[config.mk]
export PLATFORM = sky130hd
export DESIGN_NAME = halfsiphash_2_4_byte_stream
export DESIGN_NICKNAME = d
export VERILOG_FILES = /design/src/hsh_pkg.sv /design/src/hsh_dp.sv /design/src/hsh_ctrl.sv /design/src/halfsiphash_2_4_byte_stream.sv
export SDC_FILE = /design/constraint.sdc
export NUM_CORES = 1
export LEC_CHECK = 0
export BUFFER_PORTS_ARGS = -buffer_cell sky130_fd_sc_hd__buf_4
export CORE_MARGIN = 2
export CORE_UTILIZATION = 40
export CTS_CLUSTER_SIZE = 25
export DETAILED_ROUTE_END_ITERATION = 7
export SYNTH_ARGS = -nofsm -noshare
export SYNTH_HDL_FRONTEND = slang
export SYNTH_SLANG_ARGS = --single-unit
[constraint.sdc]
create_clock -name clk -period 7.1 [get_ports clk]
set_clock_uncertainty 0.1 [all_clocks]
set_input_delay 0 -clock clk [delete_from_list [all_inputs] [get_ports clk]]
set_output_delay 0 -clock clk [all_outputs]
set_load 0.01 [all_outputs]
[src/hsh_pkg.sv]
// Shared types, constants and the SipRound function for the HalfSipHash-2-4 block.
// No dependencies; used by hsh_ctrl, hsh_dp and the top level.
package hsh_pkg;

    localparam int WORD_W     = 32;
    localparam int BYTE_W     = 8;
    localparam int PART_W     = 24;
    localparam int PHASE_W    = 2;
    localparam int LEN_W      = 8;
    localparam int CFG_INDEX_W = 1;
    localparam int RCNT_W     = 2;

    localparam logic [WORD_W-1:0] SIP_C2         = 32'h6c796765;
    localparam logic [WORD_W-1:0] SIP_C3         = 32'h74656462;
    localparam logic [WORD_W-1:0] SIP_FINAL_XOR  = 32'h000000ff;
    localparam logic [WORD_W-1:0] KEY_LOW_RESET  = 32'hded6cbc7;
    localparam logic [WORD_W-1:0] KEY_HIGH_RESET = 32'h81875fe8;

    localparam logic [CFG_INDEX_W-1:0] REG_KEY_LOW  = 1'b0;
    localparam logic [CFG_INDEX_W-1:0] REG_KEY_HIGH = 1'b1;

    localparam logic [PHASE_W-1:0] PHASE_FULL = 2'd3;
    localparam logic [RCNT_W-1:0]  ABS_LAST   = 2'd1;
    localparam logic [RCNT_W-1:0]  FIN_LAST   = 2'd3;

    typedef struct packed {
        logic [WORD_W-1:0] v0;
        logic [WORD_W-1:0] v1;
        logic [WORD_W-1:0] v2;
        logic [WORD_W-1:0] v3;
    } hsh_words_t;

    typedef struct packed {
        logic accept;
        logic round;
        logic pre_xor;
        logic post_xor;
        logic fin_xor;
        logic load_final;
        logic emit;
    } hsh_cmd_t;

    typedef struct packed {
        logic full_word;
        logic out_free;
    } hsh_sts_t;

    function automatic hsh_words_t sip_round(input hsh_words_t w);
        logic [WORD_W-1:0] a;
        logic [WORD_W-1:0] b;
        logic [WORD_W-1:0] c;
        logic [WORD_W-1:0] d;
        hsh_words_t r;
        a = w.v0;
        b = w.v1;
        c = w.v2;
        d = w.v3;
        a = a + b;
        b = {b[26:0], b[31:27]};
        b = b ^ a;
        a = {a[15:0], a[31:16]};
        c = c + d;
        d = {d[23:0], d[31:24]};
        d = d ^ c;
        a = a + d;
        d = {d[24:0], d[31:25]};
        d = d ^ a;
        c = c + b;
        b = {b[18:0], b[31:19]};
        b = b ^ c;
        c = {c[15:0], c[31:16]};
        r.v0 = a;
        r.v1 = b;
        r.v2 = c;
        r.v3 = d;
        return r;
    endfunction

endpackage

[src/hsh_dp.sv]
// Datapath: key registers, sip words, byte packing, one SipRound per cycle, result register.
// Depends on hsh_pkg; driven by commands from hsh_ctrl.
module hsh_dp
    import hsh_pkg::*;
(
    input  logic                   clk,
    input  logic                   rst_n,
    input  hsh_cmd_t               cmd,
    output hsh_sts_t               sts,
    input  logic [BYTE_W-1:0]      data_byte,
    input  logic                   byte_present,
    input  logic                   cfg_we,
    input  logic [CFG_INDEX_W-1:0] cfg_index,
    input  logic [WORD_W-1:0]      cfg_data,
    input  logic                   out_stall,
    output logic                   out_valid,
    output logic [WORD_W-1:0]      hash_value
);

    logic [WORD_W-1:0]  key_low_reg, key_high_reg;
    hsh_words_t         v_reg, v_next;
    logic [WORD_W-1:0]  m_reg, m_next;
    logic [PART_W-1:0]  part_reg, part_next;
    logic [PHASE_W-1:0] phase_reg, phase_next;
    logic [LEN_W-1:0]   len_reg, len_next;
    logic               in_msg_reg, in_msg_next;
    logic               out_valid_reg;
    logic [WORD_W-1:0]  hash_reg;

    logic [PART_W-1:0]  part_eff;
    logic [PHASE_W-1:0] phase_eff;
    logic [LEN_W-1:0]   len_eff;
    logic [PART_W-1:0]  part_acc;
    logic [PHASE_W-1:0] phase_acc;
    logic [LEN_W-1:0]   len_acc;
    logic               full_word;
    hsh_words_t         round_in, round_out;

    assign part_eff  = in_msg_reg ? part_reg  : '0;
    assign phase_eff = in_msg_reg ? phase_reg : '0;
    assign len_eff   = in_msg_reg ? len_reg   : '0;
    assign full_word = byte_present && (phase_eff == PHASE_FULL);

    always_comb
    begin
        part_acc  = part_eff;
        phase_acc = phase_eff;
        len_acc   = len_eff;
        if (byte_present)
        begin
            len_acc = len_eff + LEN_W'(1);
            if (full_word)
            begin
                part_acc  = '0;
                phase_acc = '0;
            end
            else
            begin
                part_acc  = part_eff | (PART_W'(data_byte) << (BYTE_W * phase_eff));
                phase_acc = phase_eff + PHASE_W'(1);
            end
        end
    end

    always_comb
    begin
        round_in = v_reg;
        if (cmd.pre_xor)
            round_in.v3 = v_reg.v3 ^ m_reg;
        if (cmd.fin_xor)
            round_in.v2 = v_reg.v2 ^ SIP_FINAL_XOR;
        round_out = sip_round(round_in);
        if (cmd.post_xor)
            round_out.v0 = round_out.v0 ^ m_reg;
    end

    always_comb
    begin
        v_next      = v_reg;
        m_next      = m_reg;
        part_next   = part_reg;
        phase_next  = phase_reg;
        len_next    = len_reg;
        in_msg_next = in_msg_reg;
        if (cmd.accept)
        begin
            if (!in_msg_reg)
            begin
                v_next.v0 = key_low_reg;
                v_next.v1 = key_high_reg;
                v_next.v2 = key_low_reg ^ SIP_C2;
                v_next.v3 = key_high_reg ^ SIP_C3;
            end
            part_next   = part_acc;
            phase_next  = phase_acc;
            len_next    = len_acc;
            in_msg_next = 1'b1;
            m_next      = full_word ? {data_byte, part_eff} : {len_acc, part_acc};
        end
        if (cmd.round)
            v_next = round_out;
        if (cmd.load_final)
            m_next = {len_reg, part_reg};
        if (cmd.emit)
        begin
            part_next   = '0;
            phase_next  = '0;
            len_next    = '0;
            in_msg_next = 1'b0;
        end
    end

    always_ff @(posedge clk or negedge rst_n)
    begin
        if (!rst_n)
        begin
            key_low_reg   <= KEY_LOW_RESET;
            key_high_reg  <= KEY_HIGH_RESET;
            v_reg         <= '0;
            part_reg      <= '0;
            phase_reg     <= '0;
            len_reg       <= '0;
            in_msg_reg    <= 1'b0;
            out_valid_reg <= 1'b0;
        end
        else
        begin
            if (cfg_we && (cfg_index == REG_KEY_LOW))
                key_low_reg <= cfg_data;
            if (cfg_we && (cfg_index == REG_KEY_HIGH))
                key_high_reg <= cfg_data;
            v_reg      <= v_next;
            part_reg   <= part_next;
            phase_reg  <= phase_next;
            len_reg    <= len_next;
            in_msg_reg <= in_msg_next;
            if (cmd.emit)
                out_valid_reg <= 1'b1;
            else if (!out_stall)
                out_valid_reg <= 1'b0;
        end
    end

    always_ff @(posedge clk)
    begin
        m_reg <= m_next;
        if (cmd.emit)
            hash_reg <= v_reg.v1 ^ v_reg.v3;
    end

    assign sts.full_word = full_word;
    assign sts.out_free  = !out_valid_reg || !out_stall;
    assign out_valid     = out_valid_reg;
    assign hash_value    = hash_reg;

endmodule

[src/hsh_ctrl.sv]
// Controller: sequences request intake, word compression, finalization and result hand-off.
// Depends on hsh_pkg; drives hsh_dp through hsh_cmd_t and reads hsh_sts_t.
module hsh_ctrl
    import hsh_pkg::*;
(
    input  logic     clk,
    input  logic     rst_n,
    input  logic     in_valid,
    input  logic     byte_present,
    input  logic     last,
    output logic     in_stall,
    input  hsh_sts_t sts,
    output hsh_cmd_t cmd
);

    typedef enum logic [3:0] {
        S_IDLE = 4'b0001,
        S_ABS  = 4'b0010,
        S_FIN  = 4'b0100,
        S_EMIT = 4'b1000
    } state_t;

    state_t             state_reg, state_next;
    logic [RCNT_W-1:0]  cnt_reg, cnt_next;
    logic               last_reg, last_next;
    logic               final_reg, final_next;
    logic               active;

    assign active   = in_valid && (byte_present || last);
    assign in_stall = (state_reg != S_IDLE);

    always_comb
    begin
        state_next = state_reg;
        cnt_next   = cnt_reg;
        last_next  = last_reg;
        final_next = final_reg;
        cmd        = '0;
        unique case (state_reg)
            S_IDLE:
            begin
                if (active)
                begin
                    cmd.accept = 1'b1;
                    last_next  = last;
                    final_next = !sts.full_word;
                    cnt_next   = '0;
                    if (sts.full_word || last)
                        state_next = S_ABS;
                end
            end
            S_ABS:
            begin
                cmd.round = 1'b1;
                if (cnt_reg == ABS_LAST)
                begin
                    cmd.post_xor = 1'b1;
                    cnt_next     = '0;
                    if (final_reg)
                        state_next = S_FIN;
                    else if (last_reg)
                    begin
                        cmd.load_final = 1'b1;
                        final_next     = 1'b1;
                    end
                    else
                        state_next = S_IDLE;
                end
                else
                begin
                    cmd.pre_xor = 1'b1;
                    cnt_next    = cnt_reg + RCNT_W'(1);
                end
            end
            S_FIN:
            begin
                cmd.round   = 1'b1;
                cmd.fin_xor = (cnt_reg == '0);
                cnt_next    = cnt_reg + RCNT_W'(1);
                if (cnt_reg == FIN_LAST)
                    state_next = S_EMIT;
            end
            S_EMIT:
            begin
                if (sts.out_free)
                begin
                    cmd.emit   = 1'b1;
                    state_next = S_IDLE;
                end
            end
            default:
            begin
                state_next = S_IDLE;
            end
        endcase
    end

    always_ff @(posedge clk or negedge rst_n)
    begin
        if (!rst_n)
        begin
            state_reg <= S_IDLE;
            cnt_reg   <= '0;
            last_reg  <= 1'b0;
            final_reg <= 1'b0;
        end
        else
        begin
            state_reg <= state_next;
            cnt_reg   <= cnt_next;
            last_reg  <= last_next;
            final_reg <= final_next;
        end
    end

endmodule

[src/halfsiphash_2_4_byte_stream.sv]
// Top level of the keyed HalfSipHash-2-4 byte-stream hasher.
// Depends on hsh_pkg, hsh_ctrl and hsh_dp.
//
// channel  handshake             payload
// -------  --------------------  ------------------------------------
// in       in_valid / in_stall   data_byte, byte_present, last
// out      out_valid / out_stall hash_value
// cfg      cfg_valid / cfg_ready cfg_index, cfg_data (0 key_low, 1 key_high)
//
// A byte that does not complete a word is accepted without an input stall;
// a completed word is compressed through the single round unit, one
// SipRound per cycle. A last request adds the final word (after any word
// its byte completes), 4 finalization rounds and a result register load.
// Reset clears the message state and returns the keys to their defaults.
// The result waits in its register under out_stall while the next request
// is taken; a further result holds until that register is free.
module halfsiphash_2_4_byte_stream
    import hsh_pkg::*;
(
    input  logic                   clk,
    input  logic                   rst_n,
    input  logic                   in_valid,
    output logic                   in_stall,
    input  logic [BYTE_W-1:0]      data_byte,
    input  logic                   byte_present,
    input  logic                   last,
    output logic                   out_valid,
    input  logic                   out_stall,
    output logic [WORD_W-1:0]      hash_value,
    input  logic                   cfg_valid,
    output logic                   cfg_ready,
    input  logic [CFG_INDEX_W-1:0] cfg_index,
    input  logic [WORD_W-1:0]      cfg_data
);

    hsh_cmd_t cmd;
    hsh_sts_t sts;

    assign cfg_ready = 1'b1;

    hsh_ctrl u_ctrl (
        .clk          (clk),
        .rst_n        (rst_n),
        .in_valid     (in_valid),
        .byte_present (byte_present),
        .last         (last),
        .in_stall     (in_stall),
        .sts          (sts),
        .cmd          (cmd)
    );

    hsh_dp u_dp (
        .clk          (clk),
        .rst_n        (rst_n),
        .cmd          (cmd),
        .sts          (sts),
        .data_byte    (data_byte),
        .byte_present (byte_present),
        .cfg_we       (cfg_valid && cfg_ready),
        .cfg_index    (cfg_index),
        .cfg_data     (cfg_data),
        .out_stall    (out_stall),
        .out_valid    (out_valid),
        .hash_value   (hash_value)
    );

endmodule

==> results of run 1 <==
how the worst max path moves through the flow:
stage | depth (start not counted) | start | slack [ps] | endpoint
after floorplan | 33 | u_ctrl.state_reg[3] | 30 | u_dp.round_in[127]
after global placement | 29 | u_ctrl.state_reg[0] | 150 | u_dp.v_reg[31]
after detailed placement | 29 | u_ctrl.state_reg[0] | -80 | u_dp.v_reg[31]
after CTS | 31 | u_ctrl.state_reg[0] | 8 | u_dp.v_reg[31]
after global routing | 31 | u_ctrl.state_reg[2] | -50 | u_dp.round_in[127]
final | 31 | u_ctrl.state_reg[2] | 210 | u_dp.round_in[127]
cells in the mapped netlist (4+ instances only):
| library cell | n | share of area (%) |
|---|---|---|
| o41ai_1 | 7 | 0.29 |
| and3_1 | 30 | 0.90 |
| a211oi_1 | 23 | 0.83 |
| nor2b_1 | 13 | 0.39 |
| buf_1 | 11 | 0.20 |
| nor3_1 | 23 | 0.55 |
| o21a_1 | 16 | 0.58 |
| nand2b_1 | 15 | 0.45 |
| dfrtp_1 | 198 | 24 |
| nand2_1 | 306 | 5.5 |
| fa_1 | 4 | 0.38 |
| nand3_1 | 25 | 0.60 |
| edfxtp_1 | 64 | 9.2 |
| a22o_1 | 48 | 2.0 |
| mux2i_1 | 7 | 0.34 |
| a21oi_1 | 158 | 3.8 |
| dfstp_2 | 38 | 4.8 |
| o211ai_1 | 25 | 0.90 |
| o31ai_1 | 7 | 0.25 |
| o22ai_1 | 4 | 0.12 |
| a221oi_1 | 4 | 0.17 |
| a31oi_1 | 59 | 1.8 |
| mux2_2 | 65 | 3.5 |
| or2_2 | 8 | 0.24 |
| a2111oi_0 | 4 | 0.17 |
| a21boi_0 | 13 | 0.47 |
| inv_1 | 53 | 0.95 |
| ha_1 | 129 | 7.7 |
| xor2_1 | 166 | 7.0 |
| and2_1 | 19 | 0.57 |
| o21ai_0 | 124 | 3.0 |
| nand4_1 | 10 | 0.30 |
| and4_1 | 4 | 0.17 |
| o21bai_1 | 19 | 0.68 |
| xnor3_1 | 5 | 0.54 |
| xnor2_1 | 174 | 7.3 |
| a21o_1 | 62 | 2.2 |
| a211o_1 | 4 | 0.17 |
| nor2_1 | 169 | 3.0 |
| clkbuf_1 | 77 | 1.4 |
layout by cell type (no fill, tap or decap), drive strengths merged, types with 15 or more instances in the layout:
cell	instances
mux2	65
ha	129
dfstp	38
edfxtp	64
o21bai	19
dfrtp	198
xnor2	177
a21oi	158
a211oi	24
nor2	169
buf	304
inv	57
and3	30
a21o	62
nor3	23
xor2	166
nand2b	15
o21ai	126
a22o	49
o211ai	25
nand3	25
and2	19
clkbuf	48
a31oi	59
dlygate4sd3	47
nand2	307
o21a	16
metal layers:
layer  up-vias  wire length [microns]  global-route usage, %
met5         -                      8                      0
met4         2                   3190                   10.6
met3       124                   5600                   4.04
met2       710                  40000                   51.4
met1      9469                  39700                   46.7
li1       8596                      -                      -
metrics by stage:
| stage | util [%] | instance area (sq um) | hold WS, ps | worst slack [ps] |
|---|---|---|---|---|
| after global routing | 50.0 | 25700 | 123 | -53.1 |
| after CTS | 49.3 | 25300 | 86.5 | 8.40 |
| after floorplan | - | 20900 | -396 | 25.3 |
| after global placement | 46.0 | 23700 | -25.7 | 147 |
| after detailed placement | 46.0 | 23700 | -29.1 | -79.6 |
| final | 50.0 | 25700 | 109 | 206 |
worst register-to-register path: cells and delay by family (launching register included):
family          cells  cell delay (ps)
compound gates     15             3090
xor+xnor            5             1010
fa+ha+maj           3              790
buf+inv             3              290
flops               1              380
simple gates        5             1140
cells by family (layout without fill, tap and decap cells):
family	count (synthesis)	count (layout)
buf+inv	143	470
fa+ha+maj	133	133
mux	72	72
xor+xnor	350	350
compound gates	614	614
simple gates	638	638
flops	300	300
other cells	1	1
layout make-up:
| type | instances | area, sq um | share of cell area, % |
|---|---|---|---|
| flip-flops and latches | 300 | 7880 | 30.7 |
| repair buffers | 351 | 2790 | 10.8 |
| inverters | 53 | 199 | 0.775 |
| multi-input cells | 1808 | 12800 | 49.7 |
| clock buffers | 48 | 1030 | 4.00 |
| clock inverters | 18 | 170 | 0.662 |
| well taps | 680 | 851 | 3.31 |
repair_timing:
item,4_1_cts,5_1_grt
hold endpoints to repair,231,0
hold buffers,47,0
setup buffers,0,8
gates resized for setup,2,59
gates cloned,0,0
setup endpoints to repair,2,36
pin swaps,0,29
==> key figures, run 1 <==
Synthesis
  – Avg Inst Size Synth: 9.27 sq um
  – Post-synthesis mux area share: 3.84%
  – XOR/XNOR share of the synthesized area: 15.3%
  – Post-synth top flop: dfrtp_1
  – Synth Cell Area: 20900 sq um
  – Count of cell types in the netlist: 77
  – Register area share after synthesis: 37.7%
  – Synth async-reset ratio: 78.7%
  – Synth Area in Compound Gates: 19.1%
  – Cells after Synth: 2251
  – Number of synthesized flops with an enable pin: 64
  – Yosys synthesis warning count: 0
  – #FFs+latches synth: 300
  – Synthesized net count: 2432
  – Largest family of logic cells by synthesized area: compound AO/OA/AOI/OAI gates
  – Adder-cell share of the synthesized area: 8.12%
  – Simple-gate area share of the yosys netlist: 13.3%

Worst setup path
  – RR Startpoint: u_ctrl.state_reg[2]
  – CP Max Fanout: 2
  – CP required: 7480 ps
  – Kind of critical path: reg2reg
  – Slowest Stage Delay on Critical Path: 560 ps
  – Top Family by Delay on Critical Path: compound AO/OA/AOI/OAI gates
  – Reg2reg path depth: 31
  – Reg2Reg Capture Point: u_dp.round_in[127]
  – CP max stage cell: or4b_4
  – R2R Setup Slk: 210 ps
  – Buf+Inv Stages, Crit Path: 3
  – Worst setup EP type: flop
  – Arr. time, crit path: 7270 ps
  – Setup crit start kind: flop

STA
  – Fmax: 145 MHz
  – Hold Fails Final Rpt: 0
  – Setup TNS Final: 0 ps
  – Final worst path period share: 97.1%
  – Fin crit period: 6890 ps
  – Slew margin rel.: 24.6%
  – Max-slew violations: 0
  – Worst Tran Pin Value: 1120 ps
  – Endpoints failing setup: 0

Flow run
  – Max Cap Viol: 0

Die
  – Rows: 83
  – Placeable Area: 51400 sq um
  – Die area: 54000 sq um
  – Chip Height: 232 microns
  – Die X: 232 microns
  – IO Count: 83
  – Initial Utilization: 40.6%

Detailed routing
  – Wirelength per Cell: 27.2 microns
  – Drt total wl: 88500 microns
  – Drt pass-1 iters: 5
  – ANT nets after route: 0
  – DR DRC count: 0
  – Avg Vias per Cell: 5.80
  – Vias: 18900
  – DR iter-0 viols: 1835

Worst hold path
  – Hold path depth: 4
  – Hold crit path type: in2reg
  – Worst Hold End: u_dp.key_low_reg[24]
  – HP Start: cfg_index

Layout
  – Layout area overhead: 23.1%
  – Fillers: 4862
  – Nets: 2731
  – Diode count: 0
  – Finished Layout Cells: 3258
  – Share of cells above drive strength 1: 20.9%

Global routing
  – Pin count of the biggest net entering global routing: 136
  – Gr usage total: 32.7%
  – GRT overflow: 0
  – Initial antenna violation count: 3
  – Vias in the first global route: 18300
  – First-pass GRT wire length: 127000 microns

Clock network
  – Worst-path clk slew: 60 ps
  – Total number of H-tree levels: 2
  – Skew-Pair Late Insertion Delay: 570 ps
  – Clock buffer depth: 3
  – CTS root buf: clkbuf_16
  – CTS Buf Count: 36
  – Clock sink count: 300
  – CTS tree: yes

Run status
  – Status: completed

Place
  – Buffers on Ports: 81
  – GPL Wtd Cong: 1.06
  – Placed cells: 3137
  – Hpwl dp: 70800 microns
Power of run 1 is left out: the tool's default activity adds up to more than one toggle a clock period on the data nets, which glitch-free logic cannot reach.
==> run 2: changes to the inputs <==
Settings changed: CORE_MARGIN 2 to 3.
==> run 2 against run 1 <==
Net effect: critical path depth is 2 lower; design area is 0.92% higher; worst setup slack better by 120 ps; die area is 1.7% higher; wire length is 2.0% higher; register-to-register slack better by 120 ps; sequential share of layout area is 0.28 points lower; hold slack worse by 1.6 ps; count of clock-buffer cells in the layout is 6 lower; maximum frequency is 1.8% higher; global-route usage is 0.093 points higher.
==> key figures, run 2 (synthesis results as in run 1) <==
STA
  – Setup WS post-layout: 328 ps (+122 ps)
  – Setup TNS Final: 0 ps (unchanged)
  – Final worst path period share: 95.4% (-1.7 points)
  – Slew margin rel.: 22.9% (-1.7 points)
  – Hold Fails Final Rpt: 0 (unchanged)
  – Max-slew violations: 0 (unchanged)
  – Worst Tran Pin Value: 1150 ps (+30.1 ps)
  – Endpoints failing setup: 0 (unchanged)
  – Fmax: 148 MHz (+1.8%)
  – Fin crit period: 6770 ps (-122 ps)

Detailed routing
  – Drt pass-1 iters: 5 (unchanged)
  – Vias: 18800 (-0.69%)
  – DR iter-0 viols: 1790 (-2.5%)
  – ANT nets after route: 0 (unchanged)
  – Drt total wl: 90300 microns (+2.0%)
  – Wirelength per Cell: 27.4 microns (+0.91%)
  – Avg Vias per Cell: 5.70 (-1.7%)
  – DR DRC count: 0 (unchanged)

Layout
  – Commonest non-fill, non-tap cell in the layout: buf_4
  – Layout area overhead: 24.2%
  – Share of cells above drive strength 1: 21.3% (+0.31 points)
  – Nets: 2763 (+1.2%)
  – Finished Layout Cells: 3292 (+1.0%)
  – Highest-count cells in the layout ignoring fill and taps: buf_4 (328), nand2_1 (304), dfrtp_1 (198)
  – Fillers: 4931 (+1.4%)

Worst setup path
  – Reg2Reg Capture Point: u_dp.round_in[127]
  – RR Startpoint: u_ctrl.state_reg[0]
  – Worst setup EP type: flop
  – Kind of critical path: reg2reg
  – CP required: 7480 ps (about the same)
  – R2R Setup Slk: 330 ps (+120 ps)
  – Slowest Stage Delay on Critical Path: 560 ps (about the same)
  – Reg2reg path depth: 29 (-6.5%)
  – Arr. time, crit path: 7150 ps (-120 ps)
  – CP max stage cell: or4b_4
  – Setup crit start kind: flop
  – Critical path origin: u_ctrl.state_reg[0]
  – CP Max Fanout: 6 (+4)

Place
  – Hpwl dp: 72500 microns (+2.3%)
  – Buffers on Ports: 81 (unchanged)
  – GPL Wtd Cong: 1.01 (-4.7%)
  – Post-Place Setup Slack: 67.6 ps (+147 ps)
  – Placed cells: 3168 (+0.99%)

Flow run
  – Max Cap Viol: 0 (unchanged)

Clock network
  – Worst-path clk slew: 60 ps (about the same)
  – Skew-Pair Late Insertion Delay: 570 ps (about the same)
  – Clock sink count: 300 (unchanged)
  – Total number of H-tree levels: 2 (unchanged)
  – CTS root buf: clkbuf_16
  – Clock buffer depth: 3 (unchanged)
  – CTS tree: yes
  – CTS Buf Count: 37 (+2.8%)

Die
  – Die X: 234 microns (+0.86%)
  – IO Count: 83 (unchanged)
  – Placeable Area: 51500 sq um (+0.20%)
  – Chip Height: 234 microns (+0.86%)
  – Initial Utilization: 40.5% (-0.082 points)
  – Die area: 54900 sq um (+1.7%)
  – Rows: 83 (unchanged)

Global routing
  – Initial antenna violation count: 2 (-1)
  – GRT overflow: 0 (unchanged)
  – Vias in the first global route: 18300 (+0.19%)
  – Gr usage total: 32.8% (+0.093 points)
  – Pin count of the biggest net entering global routing: 78 (-43%)
  – First-pass GRT wire length: 128000 microns (+1.3%)

Worst hold path
  – Hold path depth: 3 (-1)
  – HP Start: cfg_data[1]
  – Worst Hold End: u_dp.key_low_reg[1]
  – Hold crit path type: in2reg

Run status
  – Status: completed
## run 2: critical path, delay by kind of cell (launching register included)
family                   cells  cell delay [ps]
AND/OR/NAND/NOR              6             1250
buffers and inverters        4              520
adder cells (fa/ha/maj)      3              780
flip-flops                   1              390
AO/OA/AOI/OAI               11             2490
XOR/XNOR                     5             1170
## run 2: area by class of cell
cell class                      instances  area, sq um  share of cell area, %
Multi-Input combinational cell       1808        12700                   48.9
Sequential cell                       300         7880                   30.4
Timing Repair Buffer                  382         3030                   11.7
Clock buffer                           42          955                   3.68
Tap cell                              680          851                   3.28
Clock inverter                         26          327                   1.26
Inverter                               53          199                  0.767
Antenna cell                            1         2.50                0.00965
## run 2: per-stage QoR
stage	hold slack, ps	util [%]	instance area (sq um)
floorplan	-396	-	20900
global placement	-135	46.4	23900
detailed placement	-120	46.4	23900
CTS	77.7	49.9	25700
global route	117	50.3	25900
finish	107	50.3	25900
## run 2: what timing repair did
action,CTS,global route
endpoints found under the setup margin,0,29
hold buffers,51,0
resized for setup,0,40
setup buffers,0,4
endpoints found under the hold margin,260,0
## run 2: worst max path at each step
stage / slack, ps / cells after the start / endpoint
2_1_floorplan: 30 / 33 / u_dp.round_in[127]
4_1_cts: 0.1 / 31 / u_dp.round_in[127]
3_5_place_dp: 70 / 31 / u_dp.round_in[127]
5_1_grt: -50 / 31 / u_dp.round_in[127]
3_3_place_gp: 160 / 27 / u_dp.round_in[127]
6_report: 330 / 29 / u_dp.round_in[127]
## run 2: per-layer routing
metal	vias up	track usage (%)	routed length, microns
met3	138	6.59	6200
li1	8669	-	-
met4	0	11.6	3620
met2	648	51.5	40400
met1	9316	45.2	40000
met5	-	0	0
Power of run 2 is left out for the same reason.
==> run 3: changes to the inputs <==
Settings changed: CORE_ASPECT_RATIO set to 1.75, CORE_MARGIN 3 to 5.
Clock period 7.1 ns to 7.3 ns, I/O delays scaled along.
==> run 3 against run 2 <==
Net effect: non-clock buffer count is 126 lower; global-route usage decreased by 1.0 points; via count shrank 1.7%; wire length rose by 2.4%; hold slack lost 46 ps; sequential share of layout area rose by 1.4 points; core utilization down 2.3 points; design area fell by 4.4%; largest cell class unchanged; highest routed layer unchanged.
==> key figures, run 3 (synthesis results as in run 1) <==
Clock network
  – Clock buffer depth: 3 (unchanged)
  – Clock sink count: 300 (unchanged)
  – Worst-path clk slew: 70 ps (about the same)
  – CTS Buf Count: 34 (-8.1%)
  – Total number of H-tree levels: 2 (unchanged)
  – CTS root buf: clkbuf_16
  – Skew-Pair Late Insertion Delay: 560 ps (about the same)
  – CTS tree: yes

Worst setup path
  – Slowest Stage Delay on Critical Path: 570 ps (about the same)
  – Worst setup EP type: flop
  – CP required: 7670 ps (+190 ps)
  – CP max stage cell: or4b_1
  – Arr. time, crit path: 7350 ps (+200 ps)
  – CP Max Fanout: 19 (+13)
  – Reg2reg path depth: 32 (+10%)
  – Kind of critical path: reg2reg
  – Setup crit start kind: flop

Detailed routing
  – ANT nets after route: 0 (unchanged)
  – DR iter-0 viols: 1632 (-8.8%)
  – DR DRC count: 0 (unchanged)
  – Drt total wl: 92400 microns (+2.4%)
  – Vias: 18400 (-1.7%)
  – Avg Vias per Cell: 5.85 (+2.7%)
  – Drt pass-1 iters: 7 (+2)
  – Wirelength per Cell: 29.3 microns (+7.0%)

Global routing
  – First-pass GRT wire length: 132000 microns (+2.5%)
  – Initial antenna violation count: 0 (-2)
  – GRT overflow: 0 (unchanged)
  – Pin count of the biggest net entering global routing: 134 (+72%)
  – Gr usage total: 31.8% (-1.0 points)
  – Vias in the first global route: 18800 (+2.8%)

Place
  – Post-Place Setup Slack: 45.2 ps (-22.3 ps)
  – GPL Wtd Cong: 1.05 (+4.7%)
  – Buffers on Ports: 81 (unchanged)
  – Hpwl dp: 74800 microns (+3.2%)

Die
  – Die area: 57000 sq um (+3.8%)
  – Chip Height: 312 microns (+33%)
  – Initial Utilization: 40.4% (-0.081 points)
  – IO Count: 83 (unchanged)
  – Die X: 183 microns (-22%)
  – Placeable Area: 51600 sq um (+0.20%)
  – Rows: 110 (+33%)

Layout
  – Nets: 2634 (-4.7%)
  – Fillers: 4934 (+0.061%)
  – Share of cells above drive strength 1: 17.0% (-4.2 points)
  – Commonest non-fill, non-tap cell in the layout: nand2_1
  – Post-layout util: 48.0% (-2.3 points)
  – Highest-count cells in the layout ignoring fill and taps: nand2_1 (303), buf_4 (205), dfrtp_1 (198)
  – Layout area overhead: 18.7%

STA
  – Hold Fails Final Rpt: 0 (unchanged)
  – Setup WS post-layout: 317 ps (-10.5 ps)
  – RSZ-0062 raised after global routing: true
  – Worst Tran Pin Value: 1100 ps (-51.0 ps)
  – Final worst path period share: 95.7% (+0.27 points)
  – Fmax: 143 MHz (-3.0%)
  – Slew margin rel.: 26.3% (+3.4 points)
  – Setup TNS Final: 0 ps (unchanged)
  – Min Hold Slack: 61.5 ps (-45.6 ps)
  – Endpoints failing setup: 0 (unchanged)
  – Max-slew violations: 0 (unchanged)
  – Fin crit period: 6980 ps (+211 ps)

Flow run
  – Max Cap Viol: 0 (unchanged)

Run status
  – Status: completed

Worst hold path
  – Hold crit path type: in2async
==> run 3: changes by cell type in the layout (fill, tap and decap cells not counted), sizes merged <==
cell and delta:
dlygate4sd3 -4, bufinv -2, clkinvlp +3, clkbuf -2, buf -122, inv -2, clkinv -4
==> run 3: timing repair <==
| item | in CTS | in global routing |
|---|---|---|
| setup buffers | 0 | 1 |
| endpoints found under the hold margin | 249 | 0 |
| resized for setup | 0 | 24 |
| setup endpoints to repair | 0 | 21 |
| hold buffers | 46 | 0 |
==> run 3: final cells by class <==
class                   count  area (sq um)  share of cell area, %
multi-input cells        1808         12600                   51.0
flip-flops and latches    300          7880                   31.8
repair buffers            256          2090                   8.42
clock buffers              40           905                   3.65
well taps                 672           841                   3.39
clock inverters            21           246                  0.995
inverters                  53           199                  0.803
diodes                      1          2.50                 0.0101
==> run 3: final timing paths <==
path,endpoint,startpoint,slack (ps)
worst min register to register,u_dp.phase_reg[1],u_dp.phase_reg[1],390
worst min-delay path,u_dp.key_low_reg[4],rst_n,60
min in group clk,u_dp.key_low_reg[20],cfg_index,120
worst max-delay path,u_dp.round_in[124],u_ctrl.state_reg[3],320
max in group asynchronous,u_dp.key_low_reg[21],rst_n,5520
worst max register to register,u_dp.round_in[124],u_ctrl.state_reg[3],320
==> run 3: metal layers <==
layer | vias up | global-route usage (%) | part of all wire [%]
li1 | 8400 | - | -
met1 | 9020 | 33.9 | 35
met2 | 726 | 55.4 | 49
met3 | 303 | 3.05 | 4.4
met4 | 0 | 27.7 | 12
met5 | - | 0 | 0
==> run 3: critical path, delay by kind of cell, from the launching register on <==
family / cells / cell delay (ps)
simple gates: 6 / 1420
buf+inv: 6 / 1020
fa+ha+maj: 2 / 540
flops: 1 / 430
xor+xnor: 3 / 570
compound gates: 15 / 2820
==> run 3: through the flow <==
stage          cell area [sq um]  cells
6_report                   24800   3151
5_1_grt                    24800   3150
4_1_cts                    24600   3149
3_5_place_dp               23000   3042
3_3_place_gp               23000   3042
2_1_floorplan              20900   2251
Power of run 3 is left out for the same reason.
